File: src/rtl/core/lzfd_pkg.sv
// ----------------------------------------------------------------------------
// lzfd_pkg
// Shared types and constants of the flag-byte lz77 decompressor.
// ----------------------------------------------------------------------------
package lzfd_pkg;

   localparam int unsigned LZFD_WIN_AW   = 12;
   localparam int unsigned LZFD_LEN_W    = 24;
   localparam int unsigned LZFD_CNT_W    = 5;
   localparam logic [LZFD_CNT_W-1:0] LZFD_MIN_MATCH = 5'd3;
   localparam logic [3:0] LZFD_GROUP_TOKENS = 4'd8;

   // window access issued by the sequencer
   typedef struct packed {
      logic                   we;
      logic [LZFD_WIN_AW-1:0] waddr;
      logic [7:0]             wdata;
      logic                   re;
      logic [LZFD_WIN_AW-1:0] raddr;
   } win_req_type;

   // one result loaded into the output register
   typedef struct packed {
      logic       load;
      logic [7:0] data;
      logic       last;
      logic       stream_end;
   } out_load_type;

endpackage

File: src/rtl/core/lzfd_out_stage.sv
// ----------------------------------------------------------------------------
// lzfd_out_stage
// Output register between the sequencer and the result channel.
// ----------------------------------------------------------------------------
module lzfd_out_stage
   import lzfd_pkg::*;
(
   input  logic         clock,
   input  logic         reset,
   input  out_load_type out_load,
   output logic         slot_free,
   output logic         rsp_tvalid,
   input  logic         rsp_tready,
   output logic [7:0]   rsp_tdata,
   output logic         rsp_tlast,
   output logic         rsp_tuser
);

   logic       valid_ff;
   logic [7:0] data_ff;
   logic       last_ff;
   logic       end_ff;

   always_ff @(posedge clock) begin
      if (reset) begin
         valid_ff <= 1'b0;
      end else if (out_load.load) begin
         valid_ff <= 1'b1;
      end else if (rsp_tready) begin
         valid_ff <= 1'b0;
      end
   end

   always_ff @(posedge clock) begin
      if (out_load.load) begin
         data_ff <= out_load.data;
         last_ff <= out_load.last;
         end_ff  <= out_load.stream_end;
      end
   end

   assign slot_free  = !valid_ff || rsp_tready;
   assign rsp_tvalid = valid_ff;
   assign rsp_tdata  = data_ff;
   assign rsp_tlast  = last_ff;
   assign rsp_tuser  = end_ff;

endmodule

File: config.mk
export PLATFORM = sky130hd
export DESIGN_NAME = lzfd_out_stage
export DESIGN_NICKNAME = d
export VERILOG_FILES = /design/src/rtl/core/lzfd_pkg.sv /design/src/rtl/core/lzfd_out_stage.sv
export SDC_FILE = /design/constraint.sdc
export NUM_CORES = 1
export LEC_CHECK = 0
export ABC_AREA = 1
export BUFFER_PORTS_ARGS = -buffer_cell sky130_fd_sc_hd__clkbuf_2
export CORE_AREA = 3 3 40 42
export DETAILED_ROUTE_END_ITERATION = 8
export DIE_AREA = 0 0 43 45
export GPL_ROUTABILITY_DRIVEN = 0
export PLACE_DENSITY = 0.64
export SYNTH_ARGS = -nofsm -noshare
export SYNTH_HDL_FRONTEND = slang
export SYNTH_SLANG_ARGS = --single-unit
File: constraint.sdc
create_clock -name clock -period 0.8 [get_ports clock]
set_input_delay 0.08 -clock clock [delete_from_list [all_inputs] [get_ports clock]]
set_output_delay 0.08 -clock clock [all_outputs]
set_load 0.01 [all_outputs]
==> impl_metrics.ini, run 1 <==
[status]
status = finished, violations left
violations = negative setup slack

[critical_path]
r2r_cells = 3
r2r_slack_ns = 0.09
end_kind = output port
crit_path_end = slot_free
r2r_start = rsp_tvalid
worstPathRequired_ns = 0.72
cp-start-kind = register
critPathKind = register to output port
cp-startpoint = rsp_tvalid
critPathMaxFanout = 2
reg2reg_to = rsp_tvalid
cp.arrival_ns = 0.80

[place]
place_ws_ns = 0.142
place_area_um2 = 487
hpwl_um = 571
portBuffers = 25

[clock_network]
clk_path_buf_depth = 2
cts_tree = yes
cts_num_sinks = 11
clkLatencyLatePin_ns = 0.26
path_clk_slew_ns = 0.07
ctsRootBufferMaster = clkbuf_4
cts_inserted_buffers = 3
cts_max_level = 1

[sta]
rsz0062_at_grt = true
hold_viol = 0
finalCritPeriodShare = 1.10
fmax_mhz = 1140
drv_slew = 0
worstMarginPinSlew_ns = 0.252
period_needed_ns = 0.877
relSlewSlack = 0.832
fin_ws_ns = -0.0775
fin_skew_ns = 0
setup_viol_count_final = 11

[run]
cap_violations = 0

[detailed_routing]
drc_errors = 0
wire_per_inst_um = 11.3
drtAntennaViolNets = 0
num_vias = 278
drt_iter0_drc = 2
vias_per_cell = 3.92
first_pass_iters = 2
totalWireLength_um = 803

[global_routing]
grt_max_degree = 12
grt-ovfl-total = 0
grt_use_total = 0.0841
antenna_found_initial = 0
grt_pass1_wl_um = 1110
first_global_vias = 288

[synth]
synth_warnings = 0
ys_types = 5
ys_ff_latch = 11
ys_seq_area_frac = 0.934
synth.avg_cell_area_um2 = 22.9
synth_area_um2 = 343
syn-num-nets = 29
syn_inst = 15

[layout]
final_util = 0.502
drive_gt1_frac = 0.589
n_antenna_cell = 0
stdcell_area_um2 = 646
area_growth_pct = 88.3
finalNetCount = 71
n_fill_cell = 118

[power]
irDropWorstVdd_uv = 940
finalPower_mw = 1.21
p_leak_nw = 0.296
powerDensity_mw_per_mm2 = 1880

[floorplanning]
fp.coreArea_mm2 = 0.00128
io_pins = 26
initial_core_util = 0.267
die_x_um = 43
die_h_um = 45
rows = 13
die_area_mm2 = 0.00194

[worst_hold_path]
hold-path-cell-count = 5
min_path_type = primary input to register
how the worst min path moves through the flow:
stage | from | end | slack [ns]
CTS | out_load[6] | rsp_tdata[4] | 0.005
global placement | reset | rsp_tvalid | 0.24
global route | rsp_tready | rsp_tvalid | 0.18
floorplan | reset | rsp_tvalid | 0.14
finish | rsp_tready | rsp_tvalid | 0.17
detailed placement | reset | rsp_tvalid | 0.24
what timing repair did:
item                                   in CTS  in global routing
pin swaps                                   1                  1
hold buffers                               10                  1
setup endpoints to repair                  12                 12
resized for setup                           1                  4
buffers inserted                            0                  1
endpoints found under the hold margin      10                  1
where the power goes:
group | leakage, nW | switching, mW | internal, mW
Clock | 0.0177 | 0.170 | 0.184
Sequential | 0.106 | 0.0135 | 0.676
Combinational | 0.172 | 0.0711 | 0.0979
Total | 0.296 | 0.255 | 0.958
per-stage QoR:
| step | hold WS, ns | cells | setup TNS [ns] |
|---|---|---|---|
| 2_1_floorplan | 0.142 | 15 | 0 |
| 3_5_place_dp | 0.245 | 55 | 0 |
| 6_report | 0.174 | 71 | -0.426 |
| 3_3_place_gp | 0.244 | 55 | 0 |
| 4_1_cts | 0.00486 | 69 | -0.614 |
| 5_1_grt | 0.175 | 71 | -0.997 |
worst max-delay path, cell delays in order (launching register included):
cell	delay, ns
dfxtp_2	0.35
nand2_2	0.07
buf_6	0.12
per-layer routing:
| layer | vias to the layer above | share of wire | track usage | wire length [um] |
|---|---|---|---|---|
| li1 | 136 | - | - | - |
| met1 | 117 | 0.41 | 0.0997 | 331 |
| met2 | 25 | 0.44 | 0.132 | 357 |
| met3 | 0 | 0.14 | 0.0398 | 113 |
| met4 | 0 | 0 | 0.0361 | 0 |
| met5 | - | 0 | 0 | 0 |
kinds of logic after synthesis:
logic type      synth area share
compound gates            0.0256
buf+inv                   0.0219
simple gates              0.0183
flops                      0.934
Yosys cell counts, drive strengths merged:
cell type | number | area, um^2
a21oi | 1 | 8.76
inv | 2 | 7.51
edfxtp | 10 | 300
nand2 | 1 | 6.26
dfxtp | 1 | 20.0
area by class of cell:
class / count / area [um^2] / share of cell area
Timing Repair Buffer: 37 / 255 / 0.395
Inverter: 2 / 7.51 / 0.0116
Tap cell: 15 / 18.8 / 0.0291
Clock buffer: 3 / 22.5 / 0.0349
Clock inverter: 1 / 5.00 / 0.00775
Multi-Input combinational cell: 2 / 15.0 / 0.0233
Sequential cell: 11 / 322 / 0.498
state kept, by name, indices dropped and copies added (netlist names):
register,cells
rsp_tdata,8
rsp_tlast,1
rsp_tuser,1
rsp_tvalid,1
cell usage in the layout (no fill, tap or decap):
cell type and count:
dlygate4sd3_1 11, inv_1 2, clkinv_2 1, buf_6 2
edfxtp_1 10, nand2_2 1, buf_4 1, a21oi_2 1
dfxtp_2 1, clkbuf_4 3, clkbuf_2 23
No activity file was read; power rests on OpenSTA's default activity.
==> inputs of run 2 (changes only) <==
--- a/config.mk
+++ b/config.mk
@@ -6,12 +6,13 @@
 export NUM_CORES = 1
 export LEC_CHECK = 0
 export ABC_AREA = 1
-export BUFFER_PORTS_ARGS = -buffer_cell sky130_fd_sc_hd__clkbuf_2
 export CORE_AREA = 3 3 40 42
 export DETAILED_ROUTE_END_ITERATION = 8
 export DIE_AREA = 0 0 43 45
+export DONT_BUFFER_PORTS = 1
 export GPL_ROUTABILITY_DRIVEN = 0
-export PLACE_DENSITY = 0.64
+export PLACE_DENSITY = 0.47
+export SETUP_SLACK_MARGIN = 0.5
 export SYNTH_ARGS = -nofsm -noshare
 export SYNTH_HDL_FRONTEND = slang
 export SYNTH_SLANG_ARGS = --single-unit
==> run 2 against run 1 <==
  * Register-to-register slack improved by 0.11 ns
  * Largest cell class unchanged
  * Power down 11%
  * Core utilization is 19 points lower
  * Global-route usage shrank 1.9 points
  * Clock power barely moved
  * Wire length shrank 27%
  * Design area decreased by 39%
  * The run ends with negative hold slack left
  * Setup slack better by 0.10 ns
  * Non-clock buffer count fell by 37
  * Via count fell by 49%
==> impl_metrics.ini, run 2 (synthesis gave the netlist of run 1 again) <==
[global_routing]
grt_max_degree = 12
grt_use_total = 0.0653
grt-ovfl-total = 0
met2_usage = 0.0868
grt_pass1_wl_um = 821
use_met1 = 0.0584
grtUsageMet3 = 0.0757
top_usage_layer = met2
first_global_vias = 158
antenna_found_initial = 0

[critical_path]
critPathKind = register to output port
max_stage_delay_ns = 0.36
path_cells = nand2_4
cp-start-kind = register
worstPathRequired_ns = 0.72
crit_slowest_cell = dfxtp_4
cp.arrival_ns = 0.69
cp_num_buf_inv = 0
end_kind = output port
critical_path.top_delay_family = flip-flops
critPathMaxFanout = 2

[layout]
final_common_cell = edfxtp_1
largest_reg_flops = 8
multi_input_area_um2 = 20.0
mostFrequentLayoutCells = 10 x edfxtp_1, 3 x clkbuf_4, 2 x inv_1
finalNetCount = 34
final_cells = 34
ff_latch_area_um2 = 324
n_fill_cell = 125
area_growth_pct = 15.7
n_antenna_cell = 0
drive_gt1_frac = 0.316

[worst_hold_path]
min_path_type = primary input to register

[sta]
fin_skew_ns = 0
period_needed_ns = 0.775
setup_viol_count_final = 0
holdWs_ns = -0.135
finalCritPeriodShare = 0.968
hold_viol = 21
rsz0062_at_grt = true
fmax_mhz = 1290
drv_slew = 0
worstMarginPinSlew_ns = 0.137
finalSetupTns_ns = 0
relSlewSlack = 0.909

[power]
powerDensity_mw_per_mm2 = 2730
irDropWorstVdd_uv = 742
p_leak_nw = 0.142

[clock_network]
clk_path_buf_depth = 2
cts_tree = yes
ctsRootBufferMaster = clkbuf_4
cts_num_sinks = 11
cts_inserted_buffers = 3
cts_max_level = 1
path_clk_slew_ns = 0.06
clkLatencyLatePin_ns = 0.26

[status]
status = finished, violations left
violations = negative hold slack

[floorplanning]
initial_core_util = 0.267
fp.coreArea_mm2 = 0.00128
io_pins = 26
rows = 13
die_h_um = 45
die_x_um = 43
die_area_mm2 = 0.00194

[detailed_routing]
totalWireLength_um = 585
wire_per_inst_um = 17.2
drc_errors = 0
drt_iter0_drc = 6
vias_per_cell = 4.21
first_pass_iters = 2
drtAntennaViolNets = 0
num_vias = 143

[run]
cap_violations = 0

[place]
portBuffers = 0
place_inst = 30
[run 2: cell types whose count changed in the layout (fill, tap and decap cells not counted)]
cell,delta
clkinv_2,-1
dfxtp_4,+1
clkbuf_1,+1
buf_4,-1
dfxtp_2,-1
nand2_4,+1
nand2_2,-1
buf_6,-2
dlygate4sd3_1,-11
clkbuf_2,-23
[run 2: routing by layer]
metal / wire length, um / vias up
met4: 0 / 0
met5: 0 / -
li1: - / 62
met1: 227 / 62
met2: 256 / 19
met3: 102 / 0
[run 2: report_power, final]
part,total [mW],switching [mW],internal [mW],leakage [nW]
registers,0.719,0.0406,0.678,0.107
logic,0.0111,0.00670,0.00440,0.0205
clock network,0.353,0.161,0.192,0.0150
total,1.08,0.208,0.875,0.142
[run 2: path summary, 6_finish.rpt]
kind              start          to  slack [ns]  cells after the start
min               reset  rsp_tvalid       -0.14                      1
min reg2reg  rsp_tvalid  rsp_tvalid        0.51                      2
max reg2reg  rsp_tvalid  rsp_tvalid        0.20                      2
max          rsp_tvalid   slot_free        0.03                      1
[run 2: metrics by stage]
step           worst slack, ns  hold WS (ns)  cell area, um^2   util  total power, mW
5_1_grt                -0.0141        -0.162              397  0.309             1.15
2_1_floorplan            0.209         0.135              344      -            0.735
6_report                0.0252        -0.135              397  0.309             1.08
4_1_cts                0.00855        -0.148              397  0.309             1.11
3_3_place_gp             0.183         0.137              363  0.282            0.742
3_5_place_dp             0.176         0.139              363  0.282            0.744
[run 2: cell type report]
class,count,area share
flip-flops and latches,11,0.817
clock buffers,4,0.0662
well taps,15,0.0473
multi-input cells,2,0.0505
inverters,2,0.0189
[run 2: what timing repair did]
action,4_1_cts,5_1_grt
setup buffers,0,0
hold endpoints to repair,21,21
pin swaps,0,0
endpoints found under the setup margin,13,13
gates resized for setup,2,0
