**config.mk**
```make
export PLATFORM = sky130hd
export DESIGN_NAME = lzfd_seq
export DESIGN_NICKNAME = d
export VERILOG_FILES = /design/src/rtl/core/lzfd_pkg.sv /design/src/rtl/core/lzfd_seq.sv
export SDC_FILE = /design/constraint.sdc
export NUM_CORES = 1
export LEC_CHECK = 0
export ABC_AREA = 1
export BUFFER_PORTS_ARGS = -buffer_cell sky130_fd_sc_hd__buf_4
export CORE_MARGIN = 3
export CORE_UTILIZATION = 35
export DETAILED_ROUTE_END_ITERATION = 16
export GPL_ROUTABILITY_DRIVEN = 0
export REMOVE_ABC_BUFFERS = 1
export SETUP_SLACK_MARGIN = 0.02
export SKIP_CTS_REPAIR_TIMING = 1
export SYNTH_ARGS = -nofsm -noshare
export SYNTH_HDL_FRONTEND = slang
export SYNTH_SLANG_ARGS = --single-unit
```
**constraint.sdc**
```tcl
create_clock -name clock -period 2.2 [get_ports clock]
set_input_delay 0 -clock clock [delete_from_list [all_inputs] [get_ports clock]]
set_output_delay 0 -clock clock [all_outputs]
set_load 0.03 [all_outputs]
```
**src/rtl/core/lzfd_pkg.sv**
```systemverilog
// ----------------------------------------------------------------------------
// lzfd_pkg
// Shared types and constants of the flag-byte lz77 decompressor.
// ----------------------------------------------------------------------------
package lzfd_pkg;

   localparam int unsigned LZFD_WIN_AW   = 12;
   localparam int unsigned LZFD_LEN_W    = 24;
   localparam int unsigned LZFD_CNT_W    = 5;
   localparam logic [LZFD_CNT_W-1:0] LZFD_MIN_MATCH = 5'd3;
   localparam logic [3:0] LZFD_GROUP_TOKENS = 4'd8;

   // window access issued by the sequencer
   typedef struct packed {
      logic                   we;
      logic [LZFD_WIN_AW-1:0] waddr;
      logic [7:0]             wdata;
      logic                   re;
      logic [LZFD_WIN_AW-1:0] raddr;
   } win_req_type;

   // one result loaded into the output register
   typedef struct packed {
      logic       load;
      logic [7:0] data;
      logic       last;
      logic       stream_end;
   } out_load_type;

endpackage

```
**src/rtl/core/lzfd_seq.sv**
```systemverilog
// ----------------------------------------------------------------------------
// lzfd_seq
// Stream parser and copy sequencer; one window access per step.
// ----------------------------------------------------------------------------
module lzfd_seq
   import lzfd_pkg::*;
(
   input  logic         clock,
   input  logic         reset,
   input  logic         req_tvalid,
   output logic         req_tready,
   input  logic [7:0]   req_tdata,
   input  logic         win_busy,
   input  logic [7:0]   win_rd_data,
   output win_req_type  win_req,
   input  logic         slot_free,
   output out_load_type out_load
);

   typedef enum logic [1:0] {
      S_IDLE,
      S_LIT,
      S_RD,
      S_CP
   } state_type;

   typedef enum logic [1:0] {
      PH_HEADER,
      PH_FLAG,
      PH_TOKEN,
      PH_PAIRLO
   } phase_type;

   state_type              state_ff,   state_in;
   phase_type              phase_ff,   phase_in;
   logic [1:0]             hdr_idx_ff, hdr_idx_in;
   logic [LZFD_LEN_W-1:0]  target_ff,  target_in;
   logic [LZFD_LEN_W-1:0]  produced_ff, produced_in;
   logic [LZFD_WIN_AW-1:0] wpos_ff,    wpos_in;
   logic [7:0]             flags_ff,   flags_in;
   logic [3:0]             left_ff,    left_in;
   logic [7:0]             pair_ff,    pair_in;
   logic [LZFD_WIN_AW-1:0] dist_ff,    dist_in;
   logic [LZFD_CNT_W-1:0]  cnt_ff,     cnt_in;
   logic [7:0]             lit_ff,     lit_in;

   logic [LZFD_LEN_W-1:0]  prod_inc;
   logic                   hit_len;
   logic                   tok_done;
   logic                   tok_end;
   logic                   accept;
   logic [3:0]             left_dec;

   assign accept   = req_tvalid && req_tready;
   assign prod_inc = produced_ff + 1'b1;
   assign hit_len  = prod_inc == target_ff;
   assign left_dec = left_ff - 1'b1;

   always_comb begin
      state_in    = state_ff;
      phase_in    = phase_ff;
      hdr_idx_in  = hdr_idx_ff;
      target_in   = target_ff;
      produced_in = produced_ff;
      wpos_in     = wpos_ff;
      flags_in    = flags_ff;
      left_in     = left_ff;
      pair_in     = pair_ff;
      dist_in     = dist_ff;
      cnt_in      = cnt_ff;
      lit_in      = lit_ff;
      tok_done    = 1'b0;
      tok_end     = 1'b0;

      win_req.we    = 1'b0;
      win_req.waddr = wpos_ff;
      win_req.wdata = lit_ff;
      win_req.re    = 1'b0;
      win_req.raddr = wpos_ff - dist_ff - 1'b1;

      out_load.load       = 1'b0;
      out_load.data       = lit_ff;
      out_load.last       = 1'b1;
      out_load.stream_end = hit_len;

      case (state_ff)
         S_IDLE: begin
            if (accept) begin
               case (phase_ff)
                  PH_FLAG: begin
                     flags_in = req_tdata;
                     left_in  = LZFD_GROUP_TOKENS;
                     phase_in = PH_TOKEN;
                  end
                  PH_TOKEN: begin
                     if (!flags_ff[7]) begin
                        lit_in   = req_tdata;
                        state_in = S_LIT;
                     end else begin
                        pair_in  = req_tdata;
                        phase_in = PH_PAIRLO;
                     end
                  end
                  PH_PAIRLO: begin
                     dist_in  = {pair_ff[3:0], req_tdata};
                     cnt_in   = {1'b0, pair_ff[7:4]} + LZFD_MIN_MATCH;
                     state_in = S_RD;
                  end
                  default: begin
                     case (hdr_idx_ff)
                        2'd0: hdr_idx_in = 2'd1;
                        2'd1: begin
                           target_in  = {16'h0000, req_tdata};
                           hdr_idx_in = 2'd2;
                        end
                        2'd2: begin
                           target_in  = {8'h00, req_tdata, target_ff[7:0]};
                           hdr_idx_in = 2'd3;
                        end
                        default: begin
                           target_in   = {req_tdata, target_ff[15:0]};
                           hdr_idx_in  = 2'd0;
                           produced_in = '0;
                           left_in     = '0;
                           flags_in    = '0;
                           // zero length goes straight back to the header
                           phase_in    = ({req_tdata, target_ff[15:0]} == '0) ?
                                         PH_HEADER : PH_FLAG;
                        end
                     endcase
                  end
               endcase
            end
         end
         S_LIT: begin
            if (slot_free) begin
               win_req.we    = 1'b1;
               out_load.load = 1'b1;
               wpos_in       = wpos_ff + 1'b1;
               produced_in   = prod_inc;
               tok_done      = 1'b1;
               tok_end       = hit_len;
               state_in      = S_IDLE;
            end
         end
         S_RD: begin
            win_req.re = 1'b1;
            state_in   = S_CP;
         end
         S_CP: begin
            win_req.wdata = win_rd_data;
            out_load.data = win_rd_data;
            out_load.last = hit_len || (cnt_ff == 5'd1);
            if (slot_free) begin
               win_req.we    = 1'b1;
               out_load.load = 1'b1;
               wpos_in       = wpos_ff + 1'b1;
               produced_in   = prod_inc;
               cnt_in        = cnt_ff - 1'b1;
               if (hit_len || (cnt_ff == 5'd1)) begin
                  tok_done = 1'b1;
                  tok_end  = hit_len;
                  state_in = S_IDLE;
               end else begin
                  state_in = S_RD;
               end
            end
         end
         default: state_in = S_IDLE;
      endcase

      if (tok_done) begin
         if (tok_end) begin
            // stated length reached: drop the rest of the group
            phase_in   = PH_HEADER;
            hdr_idx_in = 2'd0;
            left_in    = '0;
            flags_in   = '0;
         end else begin
            flags_in = {flags_ff[6:0], 1'b0};
            left_in  = left_dec;
            phase_in = (left_dec == '0) ? PH_FLAG : PH_TOKEN;
         end
      end
   end

   always_ff @(posedge clock) begin
      if (reset) begin
         state_ff    <= S_IDLE;
         phase_ff    <= PH_HEADER;
         hdr_idx_ff  <= '0;
         target_ff   <= '0;
         produced_ff <= '0;
         wpos_ff     <= '0;
         flags_ff    <= '0;
         left_ff     <= '0;
         pair_ff     <= '0;
      end else begin
         state_ff    <= state_in;
         phase_ff    <= phase_in;
         hdr_idx_ff  <= hdr_idx_in;
         target_ff   <= target_in;
         produced_ff <= produced_in;
         wpos_ff     <= wpos_in;
         flags_ff    <= flags_in;
         left_ff     <= left_in;
         pair_ff     <= pair_in;
      end
      dist_ff <= dist_in;
      cnt_ff  <= cnt_in;
      lit_ff  <= lit_in;
   end

   assign req_tready = (state_ff == S_IDLE) && !win_busy;

endmodule
```
==> summary.md, run 1 <==
| Metric | Value |
|---|---|
| Status | `finished with violations` |
| Failing checks | `negative setup slack` |
| Floorplan row count | `50` |
| Post-synthesis area per instance | `7.03 µm²` |
| Crit path max fanout | `6` |
| Met3 GRT Util | `3.22%` |
| Worst Path Arrival | `2.54 ns` |
| CTS tree | `yes` |
| Global route overflow | `0` |
| Sequential fraction of the synthesis area | `36.5%` |
| Cell count of the worst hold path | `3` |
| Peak Freq | `393 MHz` |
| Post-place setup slack | `-0.296 ns` |
| Crit Path Class | `reg2out` |
| Synth Flop Type | `dfxtp_1` |
| Horiz. Die Dim | `145 µm` |
| Ys Warns | `0` |
| Max Root-Sink Buffers | `2` |
| Clk_lat worst skew | `0.36 ns` |
| Syn Inst Count | `964` |
| Reg clk slew, reported paths | `0.08 ns` |
| Num CTS Buffers | `9` |
| Final WS setup | `-0.344 ns` |
| Worst slew margin | `44.4%` |
| Busiest grt layer | `met2` |
| Worst R2R Setup Slack | `-0.28 ns` |
| First-pass GRT wire length | `31.0 mm` |
| Max-Cap Viols | `0` |
| Count of endpoints failing setup in the final report | `22` |
| Pwr dens | `610 nW/µm²` |
| Layout cells sized above 1 | `25.1%` |
| Post-synth ARST share | `0%` |
| Core footprint | `18,900 µm²` |
| Startpoint types | `flip-flop` |
| Initial DRC Count | `445` |
| Finished Cell Area | `8980 µm²` |
| Tightest Pin Transition | `0.833 ns` |
| M2 GR Usage | `29.6%` |
| Layout net count | `1,180` |
| Worst hold path type | `in2reg` |
| H-tree depth | `3` |
| Worst EP required | `2.20 ns` |
| Setup Skew | `0.00773 ns` |
| Number of synthesized flops with an enable pin | `25` |
| Most frequent cells after synthesis | `nand2_1, inv_1, nor2_1, dfxtp_1, a21oi_1` |
| CTS Root Cell | `clkbuf_16` |
| Final period util | `116%` |
| Final hold vios | `0` |
| Fin crit period | `2.54 ns` |
| Max-slew violations | `0` |
| Worst reg2reg path depth | `16` |
| Largest net degree at the start of global routing | `58` |
| Hold Startpoint | `slot_free` |
| DP Area | `8230 µm²` |
| Most common cell in the netlist | `nand2_1` |
| Synth top area share | `25.4%` |
| Synth Cell Area | `6780 µm²` |
| Initial antenna violation count | `0` |
| Hold Crit Endpoint | `produced_ff[0]` |
| Top cells by area, synth | `dfxtp_1, nand2_1, edfxtp_1` |
| Setup TNS | `-5.17 ns` |
| First-pass detailed-route iteration total | `6` |
| Total track usage | `17.9%` |
| Area delta synth->final | `32.5%` |
| Routed len/inst | `13.9 µm` |
| RSZ-0062 raised after global routing | `true` |
| Residual DRC | `0` |
| RR Endpoint | `phase_ff[0]` |
| FF+latch count, synth | `111` |
| Total wire length | `19.4 mm` |
| # clock sinks | `111` |
| Initial Util | `35.9%` |
| Antenna viol nets, final | `0` |
| Final core occ | `47.5%` |
| Synth area leader | `dfxtp_1` |
| Leak | `4.00 nW` |
| # port buffers | `66` |
| Dpl hpwl | `13.8 mm` |
| Netlist cell types | `44` |
| Met1 usage | `23.7%` |
| Die H | `145 µm` |
| Via count | `6,809` |
| Worst r2r src | `produced_ff[1]` |
| Maximum vdd drop | `0.477 mV` |
| Routed vias/inst | `4.88` |
| # diodes | `0` |
| Vias in the first global route | `6,265` |
| Worst setup EP type | `output port` |
| I/O pin count | `67` |
| Die footprint | `21,100 µm²` |
[critical path, cell delays in order, from the launching register on]
cell and delay, ns:
dfxtp_4 0.38, ha_4 0.16, nand2_4 0.07, nor2_4 0.25
nand3_2 0.14, buf_6 0.16, xnor3_1 0.19, nand2_1 0.07
nor2_2 0.10, nand2_1 0.07, nor2_2 0.14, nand2_2 0.10
buf_8 0.15, nand3_2 0.06, buf_6 0.13
[cell type report]
cell class | instances | area, µm²
fill | 1907 | 9910
multi-input combinational | 671 | 3800
sequential | 111 | 2480
timing repair buffer | 194 | 1510
inverter | 144 | 541
tap | 260 | 325
clock buffer | 10 | 229
clock inverter | 6 | 100
[report_power, final]
| group | switching [W] | total, W | internal (W) |
|---|---|---|---|
| Clock | 0.000831 | 0.00186 | 0.00103 |
| Combinational | 0.000846 | 0.00135 | 0.000504 |
| Sequential | 0.0000835 | 0.00227 | 0.00219 |
[cells in the final DEF, fill, tap and decap left out, types with 9 or more instances in the layout]
master	n
nand2_1	216
o21ai_0	17
nor2_1	79
dfxtp_1	81
edfxtp_1	25
clkbuf_16	9
nand2_2	10
nand3b_1	12
ha_1	23
a21oi_1	77
nand3_1	72
nor2_2	15
buf_4	179
nor3_1	12
inv_1	137
a211oi_1	23
nand4_1	24
xor2_1	14
[metal layers]
| metal | routed length (µm) | share of wire [%] |
|---|---|---|
| met1 | 8790 | 45 |
| met2 | 9080 | 47 |
| met3 | 1070 | 5.5 |
| met4 | 467 | 2.4 |
| met5 | 0 | 0 |
[through the flow]
step                hold slack [ns]  instances  total power (W)
detailed placement            0.265       1361          0.00355
CTS                          -0.113       1377          0.00541
finish                       0.0230       1396          0.00548
global route                 0.0334       1396          0.00576
floorplan                    0.0691        924          0.00308
global placement              0.270       1361          0.00354
[flip-flops by register name (all words and copies together) (netlist names), 4 cells and up]
signal	flops
cnt_ff	5
dist_ff	12
flags_ff	8
left_ff	4
lit_ff	8
pair_ff	8
produced_ff	24
target_ff	24
wpos_ff	12
[how the worst max path moves through the flow]
stage	startpoint	endpoint	slack, ns	depth (start not counted)
after floorplan	state_ff[0]	produced_ff[0]	-0.41	8
after global placement	produced_ff[0]	phase_ff[1]	-0.25	18
after detailed placement	produced_ff[0]	phase_ff[1]	-0.30	18
after CTS	dist_ff[0]	win_req[10]	-0.53	13
after global routing	produced_ff[1]	out_load[0]	-0.51	15
final	produced_ff[1]	out_load[1]	-0.34	14
[cell families after synthesis]
| group | Yosys count | synth area share, % |
|---|---|---|
| simple gates | 464 | 30.6 |
| buf+inv | 184 | 11.1 |
| compound gates | 149 | 12.5 |
| flops | 111 | 36.5 |
| fa+ha+maj | 28 | 5.28 |
| xor+xnor | 19 | 2.66 |
| mux | 9 | 1.48 |
Note: power is estimated with default switching activity, not from simulation.
==> run 2, diff against run 1 <==
- PLACE_DENSITY_LB_ADDON: default -> 0.08
==> run 2 against run 1 <==
Compared with the run above:
- cell count is 0.21% higher
- first-iteration DRC count is 26% lower
- core utilization is 0.56 points higher
- critical path type unchanged
- routed wire length is 3.4% higher
- via count is 2.9% lower
- the run still ends with negative setup slack left
- sequential power hardly changed
==> summary.md, run 2 (same netlist as run 1, synthesis figures left out) <==
| Metric | Value |
|---|---|
| Residual DRC | `0 (unchanged)` |
| Num CTS Buffers | `9 (unchanged)` |
| Dpl hpwl | `14.2 mm (+2.9%)` |
| Vias in the first global route | `6,159 (-1.7%)` |
| Initial antenna violation count | `0 (unchanged)` |
| Leading cell type in the layout, fill and taps excluded | `nand2_1` |
| Count of endpoints failing setup in the final report | `20 (-9.1%)` |
| Clock power frac | `33.0% (-0.9 points)` |
| # fillers | `1,978 (+3.7%)` |
| Routed len/inst | `14.3 µm (+3.1%)` |
| Final hold vios | `0 (unchanged)` |
| Slowest-stage cell, CP | `edfxtp_1` |
| Global route overflow | `0 (unchanged)` |
| RSZ-0062 raised after global routing | `true` |
| Via count | `6,610 (-2.9%)` |
| Area delta synth->final | `34.1%` |
| Worst R2R Setup Slack | `-0.26 ns (+0.02 ns)` |
| # port buffers | `66 (unchanged)` |
| Peak Freq | `395 MHz (+0.48%)` |
| Fin crit period | `2.53 ns (-0.0122 ns)` |
| Die footprint | `21,100 µm² (unchanged)` |
| CP Cell Sequence | `inv_1 > ha_2 > fa_2 > nand2_1 > nand2_2 > a21oi_2 > o21ai_2 > a21o_1 > a21oi_2 > o21ai_2 > a21oi_2 > xor2_1 > buf_4` |
| Die H | `145 µm (unchanged)` |
| Initial DRC Count | `329 (-26%)` |
| CTS Root Cell | `clkbuf_16` |
| Crit Path Class | `reg2out` |
| Max-Cap Viols | `0 (unchanged)` |
| Critical path buffers and inverters | `2 (-1)` |
| H-tree depth | `3 (unchanged)` |
| Reg clk slew, reported paths | `0.07 ns (about the same)` |
| Int Pwr | `0.00372 W (about the same)` |
| Startpoint types | `flip-flop` |
| Layout cells sized above 1 | `26.7% (+1.6 points)` |
| Worst hold path type | `in2reg` |
| Total wire length | `20.1 mm (+3.4%)` |
| Hold_ws | `0.106 ns (+0.0833 ns)` |
| # clock sinks | `111 (unchanged)` |
| Psw | `0.00171 W (-2.6%)` |
| Slowest stage delay, CP | `0.33 ns (-0.05 ns)` |
| Register area | `2480 µm² (about the same)` |
| Seq pwr share | `41.7% (+0.2 points)` |
| Status | `finished with violations` |
| Worst EP required | `2.20 ns (about the same)` |
| Worst slew margin | `49.5% (+5.1 points)` |
| Most used cell, CP | `a21oi_2` |
| Horiz. Die Dim | `145 µm (unchanged)` |
| Worst setup EP type | `output port` |
| First-pass detailed-route iteration total | `4 (-2)` |
| Layout net count | `1,183 (+0.25%)` |
| Regs by FF count | `produced_ff: 24 flops, target_ff: 24 flops` |
| # diodes | `0 (unchanged)` |
| Maximum vdd drop | `0.413 mV (-13%)` |
| Max-slew violations | `0 (unchanged)` |
| Setup TNS | `-4.10 ns (+1.07 ns)` |
| Final WS setup | `-0.331 ns (+0.0122 ns)` |
| Commonest non-fill, non-tap cells in the layout | `nand2_1, buf_4, inv_1, dfxtp_1, nor2_1` |
| CTS tree | `yes` |
| Crit path max fanout | `2 (-4)` |
| Max Root-Sink Buffers | `2 (unchanged)` |
| Routed vias/inst | `4.72 (-3.1%)` |
| Leak | `4.00 nW (about the same)` |
| Largest net degree at the start of global routing | `58 (unchanged)` |
| Final period util | `115% (-0.55 points)` |
| Finished Cell Area | `9090 µm² (+1.2%)` |
| Initial Util | `35.9% (unchanged)` |
| DP Area | `8260 µm² (+0.33%)` |
| Post-place setup slack | `-0.333 ns (-0.0372 ns)` |
| Floorplan row count | `50 (unchanged)` |
| CP top delay family | `compound AO/OA/AOI/OAI gates` |
| Failing checks | `negative setup slack` |
| Core footprint | `18,900 µm² (unchanged)` |
| Area of the multi-input gates | `3890 µm² (+2.3%)` |
| Setup Skew | `0.00900 ns (+0.00127 ns)` |
| Total track usage | `18.5% (+0.54 points)` |
| I/O pin count | `67 (unchanged)` |
| Switch share | `31.6% (-0.57 points)` |
| Combinational power share | `25.3% (+0.7 points)` |
| Worst Path Arrival | `2.53 ns (about the same)` |
| Antenna viol nets, final | `0 (unchanged)` |
| Final core occ | `48.1% (+0.56 points)` |
| Clk_lat worst skew | `0.35 ns (about the same)` |
| Tightest Pin Transition | `0.758 ns (-0.0753 ns)` |
| First-pass GRT wire length | `31.9 mm (+3.0%)` |
| Pwr dens | `597 nW/µm² (-2.0%)` |
run 2: cell count changes in the layout (fill, tap and decap cells not counted), sizes merged:
cell,change
clkbuf,+1
clkinv,+2
buf,+3
inv,-3
run 2: worst paths after layout:
path                       start              to  cells after the start
setup / recovery      dist_ff[0]     win_req[10]                     13
hold reg to reg       pair_ff[3]     dist_ff[11]                      0
hold / removal         slot_free  produced_ff[0]                      4
setup reg to reg  produced_ff[1]     flags_ff[2]                     19
run 2: area by class of cell:
| type | count | area share (%) |
|---|---|---|
| Sequential cell | 111 | 27.3 |
| Tap cell | 260 | 3.58 |
| Clock buffer | 11 | 2.56 |
| Inverter | 144 | 5.95 |
| Clock inverter | 5 | 0.895 |
| Timing Repair Buffer | 197 | 16.9 |
| Multi-Input combinational cell | 671 | 42.8 |
run 2: power by group through the flow:
stage	logic (W)	clock network, W	registers [W]
floorplan	0.000771	0	0.00231
global placement	0.00125	0	0.00231
detailed placement	0.00124	0	0.00231
CTS	0.00125	0.00185	0.00226
global route	0.00153	0.00191	0.00228
finish	0.00137	0.00179	0.00227
run 2: per-layer routing:
layer  vias to the layer above  part of all wire, %  track usage [%]
met1                      3023                   50             26.2
met2                        74                   47             30.2
met5                         -                    0                0
met3                        17                  2.3             2.72
li1                       3496                    -                -
met4                         0                  1.1             3.56
run 2: worst min-delay path: cells and delay by family:
kind,cells,cell delay [ns]
simple gates,1,0.11
compound gates,1,0.05
buf+inv,2,0.25
run 2: per-stage QoR:
stage	std cells	power, W
global placement	1363	0.00356
detailed placement	1363	0.00356
finish	1399	0.00543
CTS	1379	0.00536
floorplan	924	0.00308
global route	1399	0.00572
==> run 3, diff against run 2 <==
- clock period: 2.2 -> 3.19 ns (I/O delays scaled with it)
==> run 3 against run 2 <==
Compared with the run above:
- the flow now finishes without violations
- highest routed layer unchanged
- final area down 13%
- non-clock buffer count down 113
- sequential power shrank 31%
- critical endpoint unchanged
- register-to-register slack improved by 0.81 ns
- core utilization decreased by 6.5 points
- sequential cell count unchanged
- clock skew shrank 0.0026 ns
- critical path type unchanged
- combinational power shrank 41%
- via count down 6.3%
- die area stayed put
- clock-buffer cell count is 2 lower
==> summary.md, run 3 (same netlist as run 1, synthesis figures left out) <==
| Metric | Value |
|---|---|
| CTS Root Cell | `clkbuf_16` |
| Worst EP required | `3.19 ns (+0.99 ns)` |
| Final hold vios | `0 (unchanged)` |
| I/O pin count | `67 (unchanged)` |
| Max Root-Sink Buffers | `2 (unchanged)` |
| Most used cell, CP | `a21oi_1` |
| Core footprint | `18,900 µm² (unchanged)` |
| Fin crit period | `2.88 ns` |
| H-tree depth | `3 (unchanged)` |
| Global route overflow | `0 (unchanged)` |
| Layout net count | `1,068 (-9.7%)` |
| Dpl hpwl | `14.2 mm (-0.36%)` |
| Peak Freq | `347 MHz` |
| # port buffers | `66 (unchanged)` |
| Tightest Pin Transition | `0.883 ns (+0.125 ns)` |
| Via count | `6,194 (-6.3%)` |
| Maximum vdd drop | `0.315 mV (-24%)` |
| # diodes | `0 (unchanged)` |
| Max-Cap Viols | `0 (unchanged)` |
| Status | `finished clean` |
| Pwr dens | `457 nW/µm² (-24%)` |
| Setup Skew | `0.00639 ns (-0.00260 ns)` |
| Reg clk slew, reported paths | `0.08 ns (about the same)` |
| Antenna viol nets, final | `0 (unchanged)` |
| Psw | `0.00118 W (-31%)` |
| Clk_lat worst skew | `0.36 ns (about the same)` |
| Switch share | `32.9% (+1.3 points)` |
| Routed len/inst | `14.9 µm (+4.0%)` |
| # clock sinks | `111 (unchanged)` |
| Leak | `3.38 nW (-15%)` |
| First-pass GRT wire length | `31.4 mm (-1.6%)` |
| Worst R2R Setup Slack | `0.55 ns (+0.81 ns)` |
| Final period util | `90.4%` |
| Worst slew margin | `41.1% (-8.4 points)` |
| Routed vias/inst | `4.82 (+2.1%)` |
| Total wire length | `19.1 mm (-4.6%)` |
| Clock power frac | `33.9% (+0.9 points)` |
| Initial antenna violation count | `0 (unchanged)` |
| First-pass detailed-route iteration total | `5 (+1)` |
| Worst setup EP type | `output port` |
| Slowest stage delay, CP | `0.40 ns (+0.07 ns)` |
| Largest net degree at the start of global routing | `58 (unchanged)` |
| Int Pwr | `0.00241 W (-35%)` |
| Seq pwr share | `43.8% (+2.1 points)` |
| Count of endpoints failing setup in the final report | `0 (-100%)` |
| Num CTS Buffers | `9 (unchanged)` |
| DP Area | `7480 µm² (-9.4%)` |
| Vias in the first global route | `5,934 (-3.7%)` |
| Floorplan row count | `50 (unchanged)` |
| Setup TNS | `0 ns (+4.10 ns)` |
| Initial Util | `35.9% (unchanged)` |
| Crit path max fanout | `5 (+3)` |
| Crit Path Class | `reg2out` |
| Worst Path Arrival | `2.88 ns (+0.35 ns)` |
| Max-slew violations | `0 (unchanged)` |
| Worst hold path type | `in2reg` |
| Area delta synth->final | `16.1%` |
| Layout cells sized above 1 | `12.0% (-15 points)` |
| CP Cell Sequence | `ha_1 > fa_1 > nand2_1 > nand2_1 > a21oi_1 > o21ai_0 > a21o_1 > a21oi_1 > o21ai_0 > a21oi_1 > xor2_1 > buf_4` |
| Horiz. Die Dim | `145 µm (unchanged)` |
| Die footprint | `21,100 µm² (unchanged)` |
| CTS tree | `yes` |
| Startpoint types | `flip-flop` |
| Total track usage | `18.3% (-0.22 points)` |
| Combinational power share | `22.4% (-2.9 points)` |
| RSZ-0062 raised after global routing | `false` |
| Leading cell type in the layout, fill and taps excluded | `nand2_1` |
| Initial DRC Count | `350 (+6.4%)` |
| Slowest-stage cell, CP | `fa_1` |
| Finished Cell Area | `7870 µm² (-13%)` |
| Commonest non-fill, non-tap cells in the layout | `nand2_1, inv_1, nor2_1, dfxtp_1, a21oi_1` |
| Die H | `145 µm (unchanged)` |
| Regs by FF count | `produced_ff: 24 flops, target_ff: 24 flops` |
| Residual DRC | `0 (unchanged)` |
==> run 3: layer usage <==
metal  up-vias  GRT usage, %  share of wire (%)
li1       3265             -                  -
met4         0          4.37                1.1
met1      2826          26.0                 50
met3        13          2.72                3.3
met5         -             0                  0
met2        90          29.3                 46
==> run 3: worst max-delay path: cells and delay by family (launching register included) <==
kind,cells,cell delay (ns)
compound gates,6,1.04
xor+xnor,1,0.16
fa+ha+maj,2,0.64
buf+inv,1,0.18
flops,1,0.37
simple gates,2,0.13
==> run 3: final cells by class <==
class / count / area (µm²)
Multi-Input combinational cell: 669 / 3570
Fill cell: 2075 / 11000
Clock inverter: 7 / 82.6
Sequential cell: 111 / 2470
Inverter: 144 / 541
Clock buffer: 9 / 225
Timing Repair Buffer: 84 / 651
Tap cell: 260 / 325
==> run 3: worst paths after layout <==
| path | startpoint | end | depth (start not counted) |
|---|---|---|---|
| setup reg to reg | produced_ff[0] | flags_ff[4] | 18 |
| hold reg to reg | pair_ff[3] | dist_ff[11] | 0 |
| setup / recovery | wpos_ff[0] | win_req[10] | 12 |
| hold / removal | slot_free | produced_ff[0] | 3 |
==> run 3: power groups by stage <==
stage | clock network, W | registers (W) | logic, W
after global placement | 0 | 0.00161 | 0.000801
after global routing | 0.00130 | 0.00158 | 0.000912
after detailed placement | 0 | 0.00161 | 0.000800
after floorplan | 0 | 0.00159 | 0.000532
final | 0.00122 | 0.00157 | 0.000803
after CTS | 0.00125 | 0.00157 | 0.000804
==> run 3: through the flow <==
stage / worst slack [ns] / util (%) / total power (W) / hold slack [ns] / cells
floorplan: 0.583 / - / 0.00212 / 0.0691 / 924
global placement: 0.584 / 39.6 / 0.00241 / 0.277 / 1260
detailed placement: 0.572 / 39.6 / 0.00241 / 0.274 / 1260
CTS: 0.287 / 41.2 / 0.00363 / -0.107 / 1276
global route: 0.0850 / 41.6 / 0.00379 / 0.144 / 1284
finish: 0.306 / 41.6 / 0.00359 / 0.119 / 1284
